## config.mk

```make
export PLATFORM = sky130hd
export DESIGN_NAME = chd_finish
export DESIGN_NICKNAME = d
export VERILOG_FILES = /design/src/rtl/chd_pkg.sv /design/src/rtl/chd_finish.sv
export SDC_FILE = /design/constraint.sdc
export NUM_CORES = 1
export LEC_CHECK = 0
export BUFFER_PORTS_ARGS = -buffer_cell sky130_fd_sc_hd__buf_2
export CORE_MARGIN = 2
export CORE_UTILIZATION = 53
export CTS_BUF_LIST = sky130_fd_sc_hd__clkbuf_8
export DETAILED_ROUTE_END_ITERATION = 10
export GPL_ROUTABILITY_DRIVEN = 0
export PLACE_DENSITY = 0.88
export SLEW_MARGIN = 25
export SYNTH_ARGS = -nofsm -noshare
export SYNTH_HDL_FRONTEND = slang
export SYNTH_SLANG_ARGS = --single-unit
```

## constraint.sdc

```tcl
create_clock -name i_clk -period 8.1 [get_ports i_clk]
set_clock_uncertainty 0.15 [all_clocks]
set_input_delay 0.81 -clock i_clk [delete_from_list [all_inputs] [get_ports i_clk]]
set_output_delay 0.81 -clock i_clk [all_outputs]
set_load 0.005 [all_outputs]
```

## src/rtl/chd_pkg.sv

```systemverilog
// Shared types, constants and the arctangent table of the compass heading block.
`default_nettype none

package chd_pkg;

    // Number of vectoring micro-rotations, limited to the table length.
    localparam int ANGLE_ITERATIONS = 16;
    localparam int ATAN_ENTRIES     = 24;
    localparam int CORDIC_STAGES    =
        (ANGLE_ITERATIONS > ATAN_ENTRIES) ? ATAN_ENTRIES : ANGLE_ITERATIONS;

    // Cycles from an accepted transaction to its result strobe.
    localparam int LATENCY = CORDIC_STAGES + 4;

    // Quarter turn in accumulator units (1/1024 of a hundredth of a degree).
    localparam int QUARTER_TURN = 9216000;

    // Configuration register indexes.
    localparam logic [2:0] REG_HARD_IRON_X = 3'd0;
    localparam logic [2:0] REG_HARD_IRON_Y = 3'd1;
    localparam logic [2:0] REG_GAIN_X      = 3'd2;
    localparam logic [2:0] REG_GAIN_Y      = 3'd3;
    localparam logic [2:0] REG_DECLINATION = 3'd4;

    typedef logic signed [15:0] t_sample;
    typedef logic        [15:0] t_gain;
    typedef logic signed [16:0] t_diff;
    typedef logic signed [33:0] t_prod;
    typedef logic signed [35:0] t_vec;
    typedef logic signed [26:0] t_angle;
    typedef logic signed [16:0] t_heading;

    // Control bits that travel with every pipeline stage.
    typedef struct packed {
        logic valid;
        logic zero;
    } t_ctl;

    // atan(2^-i) in accumulator units, rounded to nearest.
    function automatic t_angle atan_entry(input logic [4:0] idx);
        t_angle v;
        case (idx)
            5'd0:    v = 27'sd4608000;
            5'd1:    v = 27'sd2720261;
            5'd2:    v = 27'sd1437311;
            5'd3:    v = 27'sd729602;
            5'd4:    v = 27'sd366217;
            5'd5:    v = 27'sd183287;
            5'd6:    v = 27'sd91666;
            5'd7:    v = 27'sd45836;
            5'd8:    v = 27'sd22918;
            5'd9:    v = 27'sd11459;
            5'd10:   v = 27'sd5730;
            5'd11:   v = 27'sd2865;
            5'd12:   v = 27'sd1432;
            5'd13:   v = 27'sd716;
            5'd14:   v = 27'sd358;
            5'd15:   v = 27'sd179;
            5'd16:   v = 27'sd90;
            5'd17:   v = 27'sd45;
            5'd18:   v = 27'sd22;
            5'd19:   v = 27'sd11;
            5'd20:   v = 27'sd6;
            5'd21:   v = 27'sd3;
            5'd22:   v = 27'sd1;
            5'd23:   v = 27'sd1;
            default: v = 27'sd0;
        endcase
        return v;
    endfunction

endpackage

`default_nettype wire

```

## src/rtl/chd_finish.sv

```systemverilog
// Rounding of the CORDIC angle, declination and the result register.
`default_nettype none

module chd_finish (
    input  wire logic             i_clk,
    input  wire logic             i_rst_n,
    input  wire chd_pkg::t_ctl    i_ctl,
    input  wire chd_pkg::t_angle  i_acc,
    input  wire chd_pkg::t_sample i_declination,
    output logic                  o_valid,
    output chd_pkg::t_heading     o_heading
);
    import chd_pkg::*;

    logic     r_valid;
    t_heading r_heading, n_heading, w_round;
    t_angle   w_sum;

    // Round half up to hundredths of a degree, then add the declination.
    assign w_sum   = i_acc + 27'sd512;
    assign w_round = w_sum[26:10];

    always_comb begin
        if (i_ctl.zero) begin
            n_heading = '0;
        end else begin
            n_heading = w_round + {i_declination[15], i_declination};
        end
    end

    always_ff @(posedge i_clk) begin
        if (!i_rst_n) begin
            r_valid <= 1'b0;
        end else begin
            r_valid <= i_ctl.valid;
        end
    end

    always_ff @(posedge i_clk) begin
        r_heading <= n_heading;
    end

    assign o_valid   = r_valid;
    assign o_heading = r_heading;

    // A zero axis gives a zero heading without declination.
    a_zero_heading: assert property (@(posedge i_clk) disable iff (!i_rst_n)
        i_ctl.valid && i_ctl.zero |=> (o_heading == '0))
        else $error("zero axis gave a nonzero heading");

    // The raw angle stays within half a turn either way.
    a_angle_range: assert property (@(posedge i_clk) disable iff (!i_rst_n)
        i_ctl.valid && !i_ctl.zero |-> (w_round >= -17'sd18000) && (w_round <= 17'sd18000))
        else $error("raw heading outside half a turn");

endmodule

`default_nettype wire

```

==> results by group <==
Clock network
  – CTS tree: built
  – Number of buffers created by CTS: 3
  – Post-CTS Hold Buffers: 0
  – H-Tree Depth: 1
  – CTS resizes: 0
  – Clock Sinks: 18
  – CTS clk-pin slew, worst paths: 0.06 ns
  – Setup Fix Bufs, Post-CTS: 0
  – Root Driver: clkbuf_8
  – Clk buf depth: 2

Synth
  – Post-Synthesis Net Count: 238
  – Syn_area_per_cell: 8.65 um^2
  – Number of synthesized register bits: 18
  – Cells after Synth: 173
  – Asr flop ratio synth: 0%
  – Post-synthesis cell area: 1500 um^2
  – Synth top area cells: dfxtp_1 24%, ha_1 14%, xnor2_1 8.8%
  – Synth area leader: dfxtp_1
  – Top-area cell type share of the netlist area: 24.1%
  – Number of flops mapped to enable cells by yosys: 0
  – Sequential share of the synthesized area: 24.1%
  – Synthesis Warnings: 0
  – Post-synth top flop: dfxtp_1
  – Netlist cell types: 42

Floorplan
  – Die width: 57.1 um
  – Initial Util: 55.2%
  – Core Region: 2710 um^2
  – Row cnt: 19
  – Die area: 3260 um^2
  – Ports: 65
  – Die height: 57.1 um

Pwr
  – Internal power consumption: 194 uW
  – Leakage: 0.000910 uW
  – Seq pwr share: 37.3%
  – Sw Share: 29.5%
  – Share of power burned in the clock network: 24.8%
  – Pwr Density: 148 nW/um^2
  – P_sw: 81.5 uW
  – Comb pwr share: 38.0%
  – Peak supply drop: 0.000137 V
  – Overall Power: 276 uW

Routing
  – DRC violations left: 0
  – WL/cell: 11.5 um
  – First-pass DRT Iterations: 4
  – WL final: 3010 um
  – DR iter-0 viols: 27
  – DRT antenna net count: 0
  – Via count: 1417
  – Via density: 5.43

Final layout
  – Nets: 296
  – Layout cells sized above 1: 30.4%
  – Inserted Diodes: 0
  – P&R area growth vs syn: 24.2%
  – Final instance area: 1860 um^2
  – Non-filler instance count after layout: 261

Worst setup path
  – CP Launch Type: primary input
  – Crit-path cells: buf_2 > ha_1 > nand3_1 > nor2_1 > nand4_1 > xnor2_1 > ha_1 > nand3_1 > nor2_1 > a211oi_1 > o31ai_2 > a41oi_1 > mux2_1
  – Slowest cell on the critical path: mux2_1
  – Worst EP arrival: 3.35 ns
  – CP top delay family: simple AND/OR/NAND/NOR gates
  – WS Path Type: in2reg
  – CP max FO: 4
  – WP data required: 8.07 ns
  – Worst path max stage delay: 0.35 ns
  – Critical path launch point: i_acc[9]
  – Worst setup EP type: flop
  – Bufs and invs on worst path: 1

STA
  – Maximum clock rate: 0.296 GHz
  – Fin. max-slew vios: 0
  – RSZ-0062 raised after global routing: false
  – Max_slew headroom: 76.1%
  – Finish-stage setup viols: 0
  – Final setup margin: 4.72 ns
  – Tmin final: 3.38 ns
  – Final TNS setup: 0 ns
  – Hold Fails Final Rpt: 0
  – Slew of the pin with the lowest slew margin: 0.356 ns
  – Final Cycle Share: 41.7%

Global routing
  – Overall routing resource usage: 18.4%
  – Antenna violations before repair: 0
  – Number of global-route vias before repair: 1228
  – Global-route wire length before repair: 4930 um
  – GR Overflow Total: 0
  – Pin count of the biggest net entering global routing: 23

Place
  – Placed Cells: 257
  – HPWL Detailed: 2560 um
  – Placed cell area: 1800 um^2
  – Post-Place Setup Slack: 4.47 ns
  – IO buf count: 55

Min path
  – Worst hold path class: in2reg
  – Hold path startpoint: i_ctl[1]

Job
  – Total of max-cap violations: 0

Outcome
  – Status: finished, final reports clean
[routing by layer]
| metal | wire length, um | vias to the layer above | share of wire (%) | GRT usage [%] |
|---|---|---|---|---|
| met5 | 0 | - | 0 | 0 |
| met4 | 73 | 0 | 2.4 | 8.31 |
| met3 | 176 | 6 | 5.8 | 1.36 |
| met2 | 1350 | 50 | 45 | 29.6 |
| met1 | 1410 | 623 | 47 | 25.4 |
| li1 | - | 738 | - | - |
[cell type report]
class                           instances  area (um^2)
Clock buffer                            4         55.1
Timing Repair Buffer                   55          275
Tap cell                               31         38.8
Inverter                                4         15.0
Multi-Input combinational cell        149         1110
Fill cell                             240          852
Sequential cell                        18          360
[worst paths after layout]
check	end	slack (ns)	cells after the start
setup / recovery	o_heading[13]	4.72	13
hold / removal	o_valid	0.62	2
[cell usage in the layout (no fill, tap or decap), drive strengths merged]
cell    instances
and2            2
a21o            5
and4            2
nand2           9
or3b            1
dfxtp          18
nor2           22
nor3b           1
mux2            4
or4             1
nor4b           1
nor3            1
fa              1
a311o           1
xor2           10
and3            3
nand4           6
a211oi          2
inv             4
mux2i           1
a41oi           1
o211ai          1
o21ai           4
xnor2          15
a31oi           4
a21oi          10
a41o            1
buf            55
nand3          10
ha             17
nand2b          1
o31ai           1
clkbuf          4
nor2b           9
o21a            1
a31o            1
[power by group through the flow]
stage / registers (uW) / logic [uW] / clock network, uW
3_3_place_gp: 105 / 99.8 / 0
6_report: 103 / 105 / 68.3
5_1_grt: 104 / 116 / 74.7
2_1_floorplan: 108 / 65.9 / 0
4_1_cts: 103 / 104 / 69.7
3_5_place_dp: 105 / 104 / 0
[cell families after synthesis]
group                    synth area share [%]
AND/OR/NAND/NOR                          24.6
AO/OA/AOI/OAI                            15.7
XOR/XNOR                                 14.6
adder cells (fa/ha/maj)                  15.6
flip-flops                               24.1
buffers and inverters                    1.50
multiplexers                             3.93
[flip-flops by register name (all words and copies together) (netlist names)]
signal,count
o_valid,1
o_heading,17
[cells in the mapped netlist (3+ instances only)]
cell type and count:
a21o_1 5, nand4_1 6, nand2_1 9, a21oi_1 9, mux2_1 3, a31oi_1 3, nor2b_1 9, and3_1 3
nand3_1 10, dfxtp_1 18, xnor2_1 15, inv_1 4, ha_1 17, xor2_1 10, nor2_1 22
[metrics by stage]
step	hold slack (ns)	utilization (%)
after floorplan	0.782	-
after global placement	0.860	66.5
after detailed placement	0.874	66.5
after CTS	0.624	68.6
after global routing	0.626	68.6
final	0.624	68.6
Note: power is estimated with default switching activity, not from simulation.
