$ cat src/rtl/chd_pkg.sv
// Shared types, constants and the arctangent table of the compass heading block.
`default_nettype none

package chd_pkg;

    // Number of vectoring micro-rotations, limited to the table length.
    localparam int ANGLE_ITERATIONS = 16;
    localparam int ATAN_ENTRIES     = 24;
    localparam int CORDIC_STAGES    =
        (ANGLE_ITERATIONS > ATAN_ENTRIES) ? ATAN_ENTRIES : ANGLE_ITERATIONS;

    // Cycles from an accepted transaction to its result strobe.
    localparam int LATENCY = CORDIC_STAGES + 4;

    // Quarter turn in accumulator units (1/1024 of a hundredth of a degree).
    localparam int QUARTER_TURN = 9216000;

    // Configuration register indexes.
    localparam logic [2:0] REG_HARD_IRON_X = 3'd0;
    localparam logic [2:0] REG_HARD_IRON_Y = 3'd1;
    localparam logic [2:0] REG_GAIN_X      = 3'd2;
    localparam logic [2:0] REG_GAIN_Y      = 3'd3;
    localparam logic [2:0] REG_DECLINATION = 3'd4;

    typedef logic signed [15:0] t_sample;
    typedef logic        [15:0] t_gain;
    typedef logic signed [16:0] t_diff;
    typedef logic signed [33:0] t_prod;
    typedef logic signed [35:0] t_vec;
    typedef logic signed [26:0] t_angle;
    typedef logic signed [16:0] t_heading;

    // Control bits that travel with every pipeline stage.
    typedef struct packed {
        logic valid;
        logic zero;
    } t_ctl;

    // atan(2^-i) in accumulator units, rounded to nearest.
    function automatic t_angle atan_entry(input logic [4:0] idx);
        t_angle v;
        case (idx)
            5'd0:    v = 27'sd4608000;
            5'd1:    v = 27'sd2720261;
            5'd2:    v = 27'sd1437311;
            5'd3:    v = 27'sd729602;
            5'd4:    v = 27'sd366217;
            5'd5:    v = 27'sd183287;
            5'd6:    v = 27'sd91666;
            5'd7:    v = 27'sd45836;
            5'd8:    v = 27'sd22918;
            5'd9:    v = 27'sd11459;
            5'd10:   v = 27'sd5730;
            5'd11:   v = 27'sd2865;
            5'd12:   v = 27'sd1432;
            5'd13:   v = 27'sd716;
            5'd14:   v = 27'sd358;
            5'd15:   v = 27'sd179;
            5'd16:   v = 27'sd90;
            5'd17:   v = 27'sd45;
            5'd18:   v = 27'sd22;
            5'd19:   v = 27'sd11;
            5'd20:   v = 27'sd6;
            5'd21:   v = 27'sd3;
            5'd22:   v = 27'sd1;
            5'd23:   v = 27'sd1;
            default: v = 27'sd0;
        endcase
        return v;
    endfunction

endpackage

`default_nettype wire

$ cat src/rtl/chd_correct.sv
// Hard-iron offset and gain correction, two register stages.
`default_nettype none

module chd_correct (
    input  wire logic            i_clk,
    input  wire logic            i_rst_n,
    input  wire logic            i_valid,
    input  wire chd_pkg::t_sample i_field_x,
    input  wire chd_pkg::t_sample i_field_y,
    input  wire chd_pkg::t_sample i_hard_iron_x,
    input  wire chd_pkg::t_sample i_hard_iron_y,
    input  wire chd_pkg::t_gain   i_gain_x,
    input  wire chd_pkg::t_gain   i_gain_y,
    output chd_pkg::t_ctl         o_ctl,
    output chd_pkg::t_prod        o_xc,
    output chd_pkg::t_prod        o_yc
);
    import chd_pkg::*;

    logic  r_v1, r_v2;
    t_diff r_dx, r_dy, n_dx, n_dy;
    t_prod r_px, r_py, n_px, n_py;

    // Offset subtraction in 17 bits, then exact products with the Q2.14 gains.
    always_comb begin
        n_dx = {i_field_x[15], i_field_x} - {i_hard_iron_x[15], i_hard_iron_x};
        n_dy = {i_field_y[15], i_field_y} - {i_hard_iron_y[15], i_hard_iron_y};
        n_px = r_dx * $signed({1'b0, i_gain_x});
        n_py = r_dy * $signed({1'b0, i_gain_y});
    end

    // Valid bits.
    always_ff @(posedge i_clk) begin
        if (!i_rst_n) begin
            r_v1 <= 1'b0;
            r_v2 <= 1'b0;
        end else begin
            r_v1 <= i_valid;
            r_v2 <= r_v1;
        end
    end

    // Payload registers.
    always_ff @(posedge i_clk) begin
        r_dx <= n_dx;
        r_dy <= n_dy;
        r_px <= n_px;
        r_py <= n_py;
    end

    assign o_ctl.valid = r_v2;
    assign o_ctl.zero  = (r_px == '0) || (r_py == '0);
    assign o_xc        = r_px;
    assign o_yc        = r_py;

    // A product is zero exactly when its difference or its gain was zero.
    a_zero_product: assert property (@(posedge i_clk) disable iff (!i_rst_n)
        r_v1 && (r_dx == '0) |=> (r_px == '0))
        else $error("nonzero product from a zero offset difference");

endmodule

`default_nettype wire

$ cat config.mk
export PLATFORM = sky130hd
export DESIGN_NAME = chd_correct
export DESIGN_NICKNAME = d
export VERILOG_FILES = /design/src/rtl/chd_pkg.sv /design/src/rtl/chd_correct.sv
export SDC_FILE = /design/constraint.sdc
export NUM_CORES = 2
export LEC_CHECK = 0
export BUFFER_PORTS_ARGS = -buffer_cell sky130_fd_sc_hd__buf_4
export CAP_MARGIN = 20
export CORE_MARGIN = 8
export CORE_UTILIZATION = 63
export DETAILED_ROUTE_END_ITERATION = 8
export GPL_TIMING_DRIVEN = 0
export PLACE_DENSITY = 0.83
export SLEW_MARGIN = 20
export SYNTH_ARGS = -nofsm -noshare
export SYNTH_HDL_FRONTEND = slang
export SYNTH_SLANG_ARGS = --single-unit
$ cat constraint.sdc
create_clock -name i_clk -period 8.5 [get_ports i_clk]
set_input_delay 1.7 -clock i_clk [delete_from_list [all_inputs] [get_ports i_clk]]
set_output_delay 1.7 -clock i_clk [all_outputs]
set_load 0.02 [all_outputs]
==> flow_metrics.tcl <==
set metrics [dict create \
    design_area_sq_um 27100 \
    synth_compound_area_share_pct 5.66 \
    syn_avg_cell_area_sq_um 9.02 \
    max_slew_margin_pct 20.6 \
    antenna_left 0 \
    r2r-start "r_dx[7]" \
    clkTransAtPathRegs_ns 0.08 \
    layout-drive-gt1-share_pct 6.78 \
    vias_per_cell 5.45 \
    place_area_sq_um 26700 \
    grt_use_total_pct 29.3 \
    synth-adder-area-share_pct 55.4 \
    antenna_found_initial 2 \
    ioPinCount 169 \
    worst_pin_slew_ns 1.18 \
    post_cts_buffers 0 \
    yosys-top-cells-area "fa_1 (45%), inv_1 (11%), ha_1 (10%)" \
    hpwl_um 55100 \
    syn2layout_area_growth_pct 8.79 \
    synth_top_area_share_pct 45.1 \
    synth_xor_area_share_pct 3.13 \
    drc 0 \
    cts_buffers 9 \
    insertion_delay_ns 0.41 \
    cp-startpoint "i_gain_x[10]" \
    cts_hold_buf 0 \
    synth_top_family_by_area "adder cells" \
    critPathArrivalTime_ns 8.34 \
    drt_iter0_markers 1135 \
    yosysWarnings 0 \
    fin_nets 3795 \
    synth_edf_count 0 \
    wl_per_cell_um 18.6 \
    drv_cap 0 \
    cts_tree "done" \
    ff2ff_path_depth 21 \
    timing.rr.end "o_xc[32]" \
    coreArea_sq_um 38800 \
    worstSetupEndpoint "o_xc[32]" \
    synth-seq-cells 104 \
    htree_levels 3 \
    place_congestion 0.930 \
    endpoint_kind "flop" \
    status "finished, final reports clean" \
    yosys.area_share.simple_pct 14.7 \
    cts-root-buf "clkbuf_16" \
    cts_sinks 104 \
    yosys.cell_types.count 64 \
    grt_max_degree 21 \
    netlist_area_sq_um 24900 \
    fin_crit_ns 8.11 \
    fmax_mhz 123 \
    fin_cells 3454 \
    syn_nets 3621 \
    timing.final.max_slew_violations 0 \
    start_util_pct 64.1 \
    grt_pass1_wl_um 106000 \
    hold_violations 0 \
    post-synth-top-area-cell "fa_1" \
    crit_type "in -> reg" \
    min_path_type "reg -> reg" \
    drt_first_pass_iters 6 \
    setup_viol 0 \
    dp.cells 3437 \
    rsz0062_at_grt "no" \
    grt_pass1_vias 20827 \
    fin_worst_skew_ns 0.0138 \
    die_h_um 215 \
    critPathMaxFanout 10 \
    timing.final.crit_share_pct 95.4 \
    die_w_um 215 \
    synth_seq_area_share_pct 8.37 \
    synth_flop_cell "dfxtp_1" \
    start_kind "input pin" \
    ys_async_sr_fraction_pct 0 \
    worstPathRequired_ns 8.73 \
    synthMuxAreaShare_pct 0 \
    clock_path_buffers 2 \
    port_buffers 162 \
    drt_wl_total_um 64100 \
    dieArea_sq_um 46100 \
    setup_tns_ns 0 \
    floorplan.rows 72 \
    grt_overflow 0 \
    syn_inst 2756 \
    fillers 3109 \
    vias 18813 \
    r2r_slack_ns 1.49 \
]
==> state kept, by name (all words and copies together) (netlist names) <==
register,flops
o_yc,34
r_v1,1
r_v2,1
r_dy,17
o_xc,34
r_dx,17
==> logic make-up (layout without fill, tap and decap cells) <==
kind of cell	count (synthesis)	count (layout)
AOI/OAI and AO/OA	205	205
adders and majority gates	766	766
and+or+nand+nor	755	755
DFF	104	104
buffers and inverters	837	1016
other	0	1
xor gates and xnor gates	89	89
==> metrics by stage <==
step | util (%) | hold WS (ns) | worst slack [ns]
2_1_floorplan | - | 0.412 | 1.33
3_3_place_gp | 68.9 | 0.424 | -0.533
3_5_place_dp | 68.9 | 0.434 | -0.291
4_1_cts | 69.7 | 0.449 | 0.110
5_1_grt | 69.7 | 0.474 | 0.0463
6_report | 69.7 | 0.445 | 0.394
==> worst min path at each step <==
stage / start / to / slack [ns] / cells past startpoint
global placement: r_v1 / r_v2 / 0.42 / 1
global route: r_v1 / r_v2 / 0.47 / 1
finish: r_v1 / r_v2 / 0.44 / 1
CTS: r_v1 / r_v2 / 0.45 / 1
detailed placement: r_v1 / r_v2 / 0.43 / 1
floorplan: r_v1 / r_v2 / 0.41 / 1
==> cell type report <==
| type | count | area [sq um] | share of cell area [%] |
|---|---|---|---|
| clock buffer | 9 | 225 | 0.832 |
| timing repair buffer | 163 | 1220 | 4.51 |
| antenna | 1 | 2.50 | 0.00925 |
| multi-input combinational | 1815 | 19600 | 72.6 |
| clock inverter | 7 | 73.8 | 0.273 |
| tap | 518 | 648 | 2.40 |
| sequential | 104 | 2080 | 7.70 |
| inverter | 761 | 2860 | 10.6 |
| buffer | 76 | 298 | 1.10 |
==> per-layer routing <==
metal | routed length (um) | GRT usage (%) | vias to the layer above
met5 | 0 | 0 | -
li1 | - | - | 8447
met2 | 30200 | 47.8 | 730
met3 | 6090 | 7.08 | 141
met1 | 25600 | 37.9 | 9495
met4 | 2250 | 10.4 | 0
==> worst max-delay path, cell delays in order <==
cell and delay (ns):
clkbuf_1 0.48, clkbuf_1 0.53, nand2_1 0.14, fa_1 0.51, inv_1 0.06, fa_1 0.50, inv_1 0.06, fa_1 0.53
inv_1 0.06, fa_1 0.45, fa_1 0.49, inv_1 0.05, fa_1 0.54, inv_1 0.06, ha_1 0.37, and4_1 0.24
nand3_1 0.09, o21ai_1 0.36, a221oi_4 0.15, o21ai_2 0.26, nand3_1 0.12, o311ai_2 0.56
==> repair_timing <==
| item | CTS | global route |
|---|---|---|
| resized for setup | 0 | 3 |
| endpoints found under the setup margin | 0 | 1 |
| endpoints found under the hold margin | 0 | 0 |
==> Yosys cell counts (9+ instances only) <==
master    number
a21o_1        19
a21oi_1       59
and2_1       222
clkbuf_1      74
dfxtp_1      104
fa_1         560
ha_1         206
inv_1        761
nand2_1      362
nand2b_1      11
nand3_1       24
nor2_1        52
nor2b_1       11
nor3_1        22
nor4_1        18
o21a_1        19
o21ai_0       34
o21bai_1       9
xnor2_1       68
xor2_1        21
==> layout by cell type (no fill, tap or decap), types with 4 or more instances in the layout <==
master	count
dfxtp_1	104
a211o_1	4
o21ai_1	4
nor4_1	17
a31oi_1	6
ha_1	206
xnor2_1	68
or3_1	5
buf_4	163
nand2_1	362
inv_1	761
a21o_1	19
nand3_1	24
nor3_1	22
nor2b_1	11
fa_1	560
xor2_1	21
nand3b_1	4
nor2_1	52
and3_1	5
o31a_1	4
o21bai_1	9
o22ai_1	5
nand4_1	8
clkbuf_1	73
and2_1	222
a21oi_1	59
o21a_1	19
o21ai_0	34
nand2b_1	11
a211oi_1	6
clkbuf_16	9
Power is left out: the tool's default activity adds up to more than one toggle a clock period on the data nets, which glitch-free logic cannot reach.
