==> src/rtl/chd_pkg.sv <==
// Shared types, constants and the arctangent table of the compass heading block.
`default_nettype none

package chd_pkg;

    // Number of vectoring micro-rotations, limited to the table length.
    localparam int ANGLE_ITERATIONS = 16;
    localparam int ATAN_ENTRIES     = 24;
    localparam int CORDIC_STAGES    =
        (ANGLE_ITERATIONS > ATAN_ENTRIES) ? ATAN_ENTRIES : ANGLE_ITERATIONS;

    // Cycles from an accepted transaction to its result strobe.
    localparam int LATENCY = CORDIC_STAGES + 4;

    // Quarter turn in accumulator units (1/1024 of a hundredth of a degree).
    localparam int QUARTER_TURN = 9216000;

    // Configuration register indexes.
    localparam logic [2:0] REG_HARD_IRON_X = 3'd0;
    localparam logic [2:0] REG_HARD_IRON_Y = 3'd1;
    localparam logic [2:0] REG_GAIN_X      = 3'd2;
    localparam logic [2:0] REG_GAIN_Y      = 3'd3;
    localparam logic [2:0] REG_DECLINATION = 3'd4;

    typedef logic signed [15:0] t_sample;
    typedef logic        [15:0] t_gain;
    typedef logic signed [16:0] t_diff;
    typedef logic signed [33:0] t_prod;
    typedef logic signed [35:0] t_vec;
    typedef logic signed [26:0] t_angle;
    typedef logic signed [16:0] t_heading;

    // Control bits that travel with every pipeline stage.
    typedef struct packed {
        logic valid;
        logic zero;
    } t_ctl;

    // atan(2^-i) in accumulator units, rounded to nearest.
    function automatic t_angle atan_entry(input logic [4:0] idx);
        t_angle v;
        case (idx)
            5'd0:    v = 27'sd4608000;
            5'd1:    v = 27'sd2720261;
            5'd2:    v = 27'sd1437311;
            5'd3:    v = 27'sd729602;
            5'd4:    v = 27'sd366217;
            5'd5:    v = 27'sd183287;
            5'd6:    v = 27'sd91666;
            5'd7:    v = 27'sd45836;
            5'd8:    v = 27'sd22918;
            5'd9:    v = 27'sd11459;
            5'd10:   v = 27'sd5730;
            5'd11:   v = 27'sd2865;
            5'd12:   v = 27'sd1432;
            5'd13:   v = 27'sd716;
            5'd14:   v = 27'sd358;
            5'd15:   v = 27'sd179;
            5'd16:   v = 27'sd90;
            5'd17:   v = 27'sd45;
            5'd18:   v = 27'sd22;
            5'd19:   v = 27'sd11;
            5'd20:   v = 27'sd6;
            5'd21:   v = 27'sd3;
            5'd22:   v = 27'sd1;
            5'd23:   v = 27'sd1;
            default: v = 27'sd0;
        endcase
        return v;
    endfunction

endpackage

`default_nettype wire

==> src/rtl/chd_cordic.sv <==
// Pipelined vectoring CORDIC, one micro-rotation per register stage.
`default_nettype none

module chd_cordic (
    input  wire logic           i_clk,
    input  wire logic           i_rst_n,
    input  wire chd_pkg::t_ctl  i_ctl,
    input  wire chd_pkg::t_prod i_xc,
    input  wire chd_pkg::t_prod i_yc,
    output chd_pkg::t_ctl       o_ctl,
    output chd_pkg::t_angle     o_acc
);
    import chd_pkg::*;

    t_ctl   r_ctl [0:CORDIC_STAGES];
    t_angle r_acc [0:CORDIC_STAGES];
    t_vec   r_x   [0:CORDIC_STAGES-1];
    t_vec   r_y   [0:CORDIC_STAGES-1];
    t_vec   n_x0, n_y0, w_cx, w_sy;
    t_angle n_acc0;

    // The cosine side is the corrected y, the sine side the corrected x.
    assign w_cx = {{2{i_yc[33]}}, i_yc};
    assign w_sy = {{2{i_xc[33]}}, i_xc};

    // Turn a left half plane vector by a quarter turn into the CORDIC range.
    always_comb begin
        n_x0   = w_cx;
        n_y0   = w_sy;
        n_acc0 = '0;
        if (w_cx < 0) begin
            if (w_sy >= 0) begin
                n_x0   = w_sy;
                n_y0   = -w_cx;
                n_acc0 = 27'(QUARTER_TURN);
            end else begin
                n_x0   = -w_sy;
                n_y0   = w_cx;
                n_acc0 = -27'(QUARTER_TURN);
            end
        end
    end

    // Entry stage.
    always_ff @(posedge i_clk) begin
        if (!i_rst_n) begin
            r_ctl[0] <= '0;
        end else begin
            r_ctl[0] <= i_ctl;
        end
    end

    always_ff @(posedge i_clk) begin
        r_x[0]   <= n_x0;
        r_y[0]   <= n_y0;
        r_acc[0] <= n_acc0;
    end

    // Micro-rotation stages.
    for (genvar g = 0; g < CORDIC_STAGES; g++) begin : g_stage
        t_angle n_acc;

        always_comb begin
            if (r_y[g] >= 0) begin
                n_acc = r_acc[g] + atan_entry(5'(g));
            end else begin
                n_acc = r_acc[g] - atan_entry(5'(g));
            end
        end

        always_ff @(posedge i_clk) begin
            if (!i_rst_n) begin
                r_ctl[g+1] <= '0;
            end else begin
                r_ctl[g+1] <= r_ctl[g];
            end
        end

        always_ff @(posedge i_clk) begin
            r_acc[g+1] <= n_acc;
        end

        // The last stage only needs its angle.
        if (g < CORDIC_STAGES - 1) begin : g_vec
            t_vec n_x, n_y;

            always_comb begin
                if (r_y[g] >= 0) begin
                    n_x = r_x[g] + (r_y[g] >>> g);
                    n_y = r_y[g] - (r_x[g] >>> g);
                end else begin
                    n_x = r_x[g] - (r_y[g] >>> g);
                    n_y = r_y[g] + (r_x[g] >>> g);
                end
            end

            always_ff @(posedge i_clk) begin
                r_x[g+1] <= n_x;
                r_y[g+1] <= n_y;
            end
        end
    end

    assign o_ctl = r_ctl[CORDIC_STAGES];
    assign o_acc = r_acc[CORDIC_STAGES];

    // After the pre-rotation the cosine side is never negative.
    a_right_half: assert property (@(posedge i_clk) disable iff (!i_rst_n)
        r_ctl[0].valid && !r_ctl[0].zero |-> (r_x[0] >= 0))
        else $error("pre-rotated vector left the right half plane");

endmodule

`default_nettype wire

==> config.mk <==
export PLATFORM = sky130hd
export DESIGN_NAME = chd_cordic
export DESIGN_NICKNAME = d
export VERILOG_FILES = /design/src/rtl/chd_pkg.sv /design/src/rtl/chd_cordic.sv
export SDC_FILE = /design/constraint.sdc
export NUM_CORES = 2
export LEC_CHECK = 0
export ABC_AREA = 0
export BUFFER_PORTS_ARGS = -buffer_cell sky130_fd_sc_hd__buf_2
export CAP_MARGIN = 5
export CELL_PAD_IN_SITES_DETAIL_PLACEMENT = 0
export CELL_PAD_IN_SITES_GLOBAL_PLACEMENT = 1
export CORE_UTILIZATION = 50
export DETAILED_ROUTE_END_ITERATION = 8
export PLACE_DENSITY_LB_ADDON = 0.1
export SLEW_MARGIN = 10
export SYNTH_ARGS = -nofsm -noshare
export SYNTH_HDL_FRONTEND = slang
export SYNTH_SLANG_ARGS = --single-unit
export TNS_END_PERCENT = 30
==> constraint.sdc <==
create_clock -name i_clk -period 7.22 [get_ports i_clk]
set_clock_uncertainty 0.15 [all_clocks]
set_input_delay 0 -clock i_clk [delete_from_list [all_inputs] [get_ports i_clk]]
set_output_delay 0 -clock i_clk [all_outputs]
set_load 0.01 [all_outputs]
==> run_results.csv <==
group,metric,value,unit
worst_setup_path,slowest_stage,"nor4_1",
status,violations,"DRC",
logic_synthesis,ys_ff_latch,1497,
global_route,grt_pass1_vias,95800,
logic_synthesis,ys_warn_count,0,
cells_and_area,drive_above_1_share,4.21,%
worst_setup_path,worst_setup_path_end_kind,"flop",
logic_synthesis,synth_top_flop_cell,"dfxtp_1",
logic_synthesis,synthAdderAreaFrac,16.6,%
logic_synthesis,synth_mux_area_share,0.336,%
clocking,h-tree-depth,4,
routing,ant_nets,0,
sta,min_period_over_period,77.5,%
worst_setup_path,r2r_cells,16,
worst_setup_path,path_cells,"or3_4, or3b_1, or4_4, or3_4, or3_4, o41ai_1, xor2_1, ha_1, nand3_1, nor4_1, o211a_1, o311ai_0, a21boi_0, o21ai_0, mux2i_1, nand2_1",
flow_run,max-cap-violations,0,
status,status,"complete, but fails checks",
sta,finalHoldViolCount,0,
routing,dr.pass1.iters,9,
logic_synthesis,synth_edf_count,0,
clocking,path_clk_slew,0.07,ns
worst_hold_path,hold_path.class,"input port to flop",
routing,initialDrtViolationCount,6493,
worst_hold_path,hold_depth,3,
sta,worstMarginPinSlew,1.10,ns
cells_and_area,fin_cells,17000,
logic_synthesis,synth.avg_cell_area,8.42,um^2
cells_and_area,final_common_cell,"dfxtp_1",
global_route,grt_max_degree,78,
worst_setup_path,critPathKind,"flop to flop",
routing,drcViolationCount,14,
clocking,cts-root-buf,"clkbuf_16",
sta,fin_crit,5.60,ns
sta,tns,0,ns
global_route,grt_use_total,27.8,%
routing,drt_wl_total,329,mm
global_route,grt_pass1_wl,521,mm
floorplanning,die_h,478,um
worst_setup_path,cpLargestDelayFamily,"simple AND/OR/NAND/NOR gates",
placement,place_hpwl,264,mm
cells_and_area,mostFrequentLayoutCells,"1,483 x dfxtp_1, 1,436 x ha_1, 1,263 x a21oi_1",
worst_setup_path,worst_ep_arrival_time,6.16,ns
worst_setup_path,crit_path_frequent_cell,"or3_4",
clocking,cts_resized,0,
clocking,clock_sinks,1497,
cells_and_area,final_area,126000,um^2
clocking,cts_buffers,173,
sta,fmax,0.179,GHz
clocking,clock_latency,0.83,ns
routing,vias,99300,
logic_synthesis,synth-simple-area-share,15.2,%
worst_hold_path,worstHoldStart,"i_rst_n",
worst_setup_path,cp-start-kind,"flop",
placement,place_area,117000,um^2
global_route,gr-total-overflow,0,
sta,relSlewSlack,25.9,%
floorplanning,pin_count,101,
worst_setup_path,slowest_delay,0.63,ns
clocking,cts_buffer_depth,3,
routing,drt-wirelength-per-cell,19.4,um
floorplanning,die_w,478,um
logic_synthesis,ys_async_sr_fraction,0,%
routing,viasPerCell,5.84,
cells_and_area,fin_nets,15400,
clocking,cts_tree,"yes",
logic_synthesis,syn_area,114000,um^2
placement,place.gp.congestion,0.935,
worst_setup_path,crit_start,"r_x[6][6]$_DFF_P_",
floorplanning,design.die.area,229000,um^2
worst_setup_path,cp.depth,16,
sta,fin_hold_ws,0.0844,ns
logic_synthesis,synthXorXnorAreaFrac,15.1,%
global_route,antenna_found_initial,13,
sta,drv_slew,0,
logic_synthesis,synth_top_family_by_area,"compound AO/OA/AOI/OAI gates",
worst_setup_path,r2r_start,"r_x[6][6]$_DFF_P_",
logic_synthesis,synth_compound_area_share,23.7,%
floorplanning,initial_core_util,50.4,%
floorplanning,rows,174,
worst_setup_path,cp.required,7.78,ns
placement,dp_cells,16400,
floorplanning,core-area,225000,um^2
logic_synthesis,synth.distinct_cells,85,
logic_synthesis,yosysSeqAreaShare,26.4,%
worst_setup_path,crit_buf_inv,0,
sta,final-setup-viol-count,0,
logic_synthesis,syn_inst,13500,
sta,grt_setup_unrepaired,"false",
worst_setup_path,cp_max_fo,8,
placement,numPortBuffers,99,
cells_and_area,syn_to_final_growth,11.1,%
==> registers in the layout, summed over array words and instances, names as in the netlist <==
signal  count
r_ctl      34
r_acc     397
r_x       525
r_y       541
==> what timing repair did <==
action	4_1_cts	5_1_grt
setup buffers	0	0
hold buffers	258	0
endpoints found under the hold margin	107	0
==> metal layers <==
metal	up-vias	global-route usage, %	wire length [um]
li1	49500	-	-
met5	-	0	20
met3	441	4.23	16900
met1	47000	36.8	151000
met4	2	6.98	7750
met2	2240	47.1	153000
==> cells by family after synthesis <==
family,after synthesis
AOI/OAI and AO/OA,4217
xor gates and xnor gates,1956
adders and majority gates,1479
buffers and inverters,797
DFF,1497
muxes,38
other,2
and+or+nand+nor,3496
==> path summary, 6_finish.rpt <==
path,endpoint,slack [ns]
worst max-delay path,r_y[0][285]$_DFF_P_,1.62
worst min register to register,r_acc[14][1]$_DFF_P_,0.18
worst max register to register,r_y[0][285]$_DFF_P_,1.62
worst min-delay path,r_ctl[1][1]$_SDFF_PN0_,0.08
==> area by class of cell <==
type | count | area, um^2
Fill cell | 20800 | 99300
Multi-Input combinational cell | 11300 | 80800
Sequential cell | 1497 | 30000
Clock buffer | 220 | 4840
Tap cell | 2992 | 3740
Timing Repair Buffer | 393 | 3350
Inverter | 525 | 1970
Clock inverter | 105 | 1320
Antenna cell | 4 | 10.0
==> worst min-delay path: stages <==
cell and delay (ns):
dlygate4sd3_1 0.53, buf_2 0.27, and2_1 0.21
==> through the flow <==
step | utilization (%) | worst slack [ns]
6_report | 55.9 | 1.62
5_1_grt | 55.9 | 1.38
4_1_cts | 55.9 | 1.64
3_5_place_dp | 52.1 | 1.69
3_3_place_gp | 52.1 | 1.72
2_1_floorplan | - | 2.22
==> synth_stat cells, types with 37 or more instances <==
library cell     n  area (um^2)
a211oi_1       108          811
a21boi_0        44          330
a21o_1         631         4740
a21oi_1       1263         6320
a31oi_1        125          782
and2_1          98          613
and3_1          96          601
buf_1           44          165
clkbuf_1       223          837
dfxtp_1       1497        30000
fa_1            43          861
ha_1          1436        18000
inv_1          521         1960
mux2i_1         37          370
nand2_1        790         2970
nand2b_1       225         1410
nand3_1        220         1100
nand4_1         99          619
nor2_1         964         3620
nor2b_1        202         1260
nor3_1         243         1220
nor4_1          99          619
o211ai_1        50          375
o21a_1         206         1550
o21ai_0        867         4340
o21bai_1       169         1270
o31a_1          41          359
o31ai_1        255         1910
o41ai_1        123         1080
or2_2           74          463
or3_1          159          995
or4_1          130          976
xnor2_1       1226        10700
xor2_1         730         6390
Power is not shown: default switching activity piles up to over one toggle a cycle in this logic, so the estimate is an artifact.
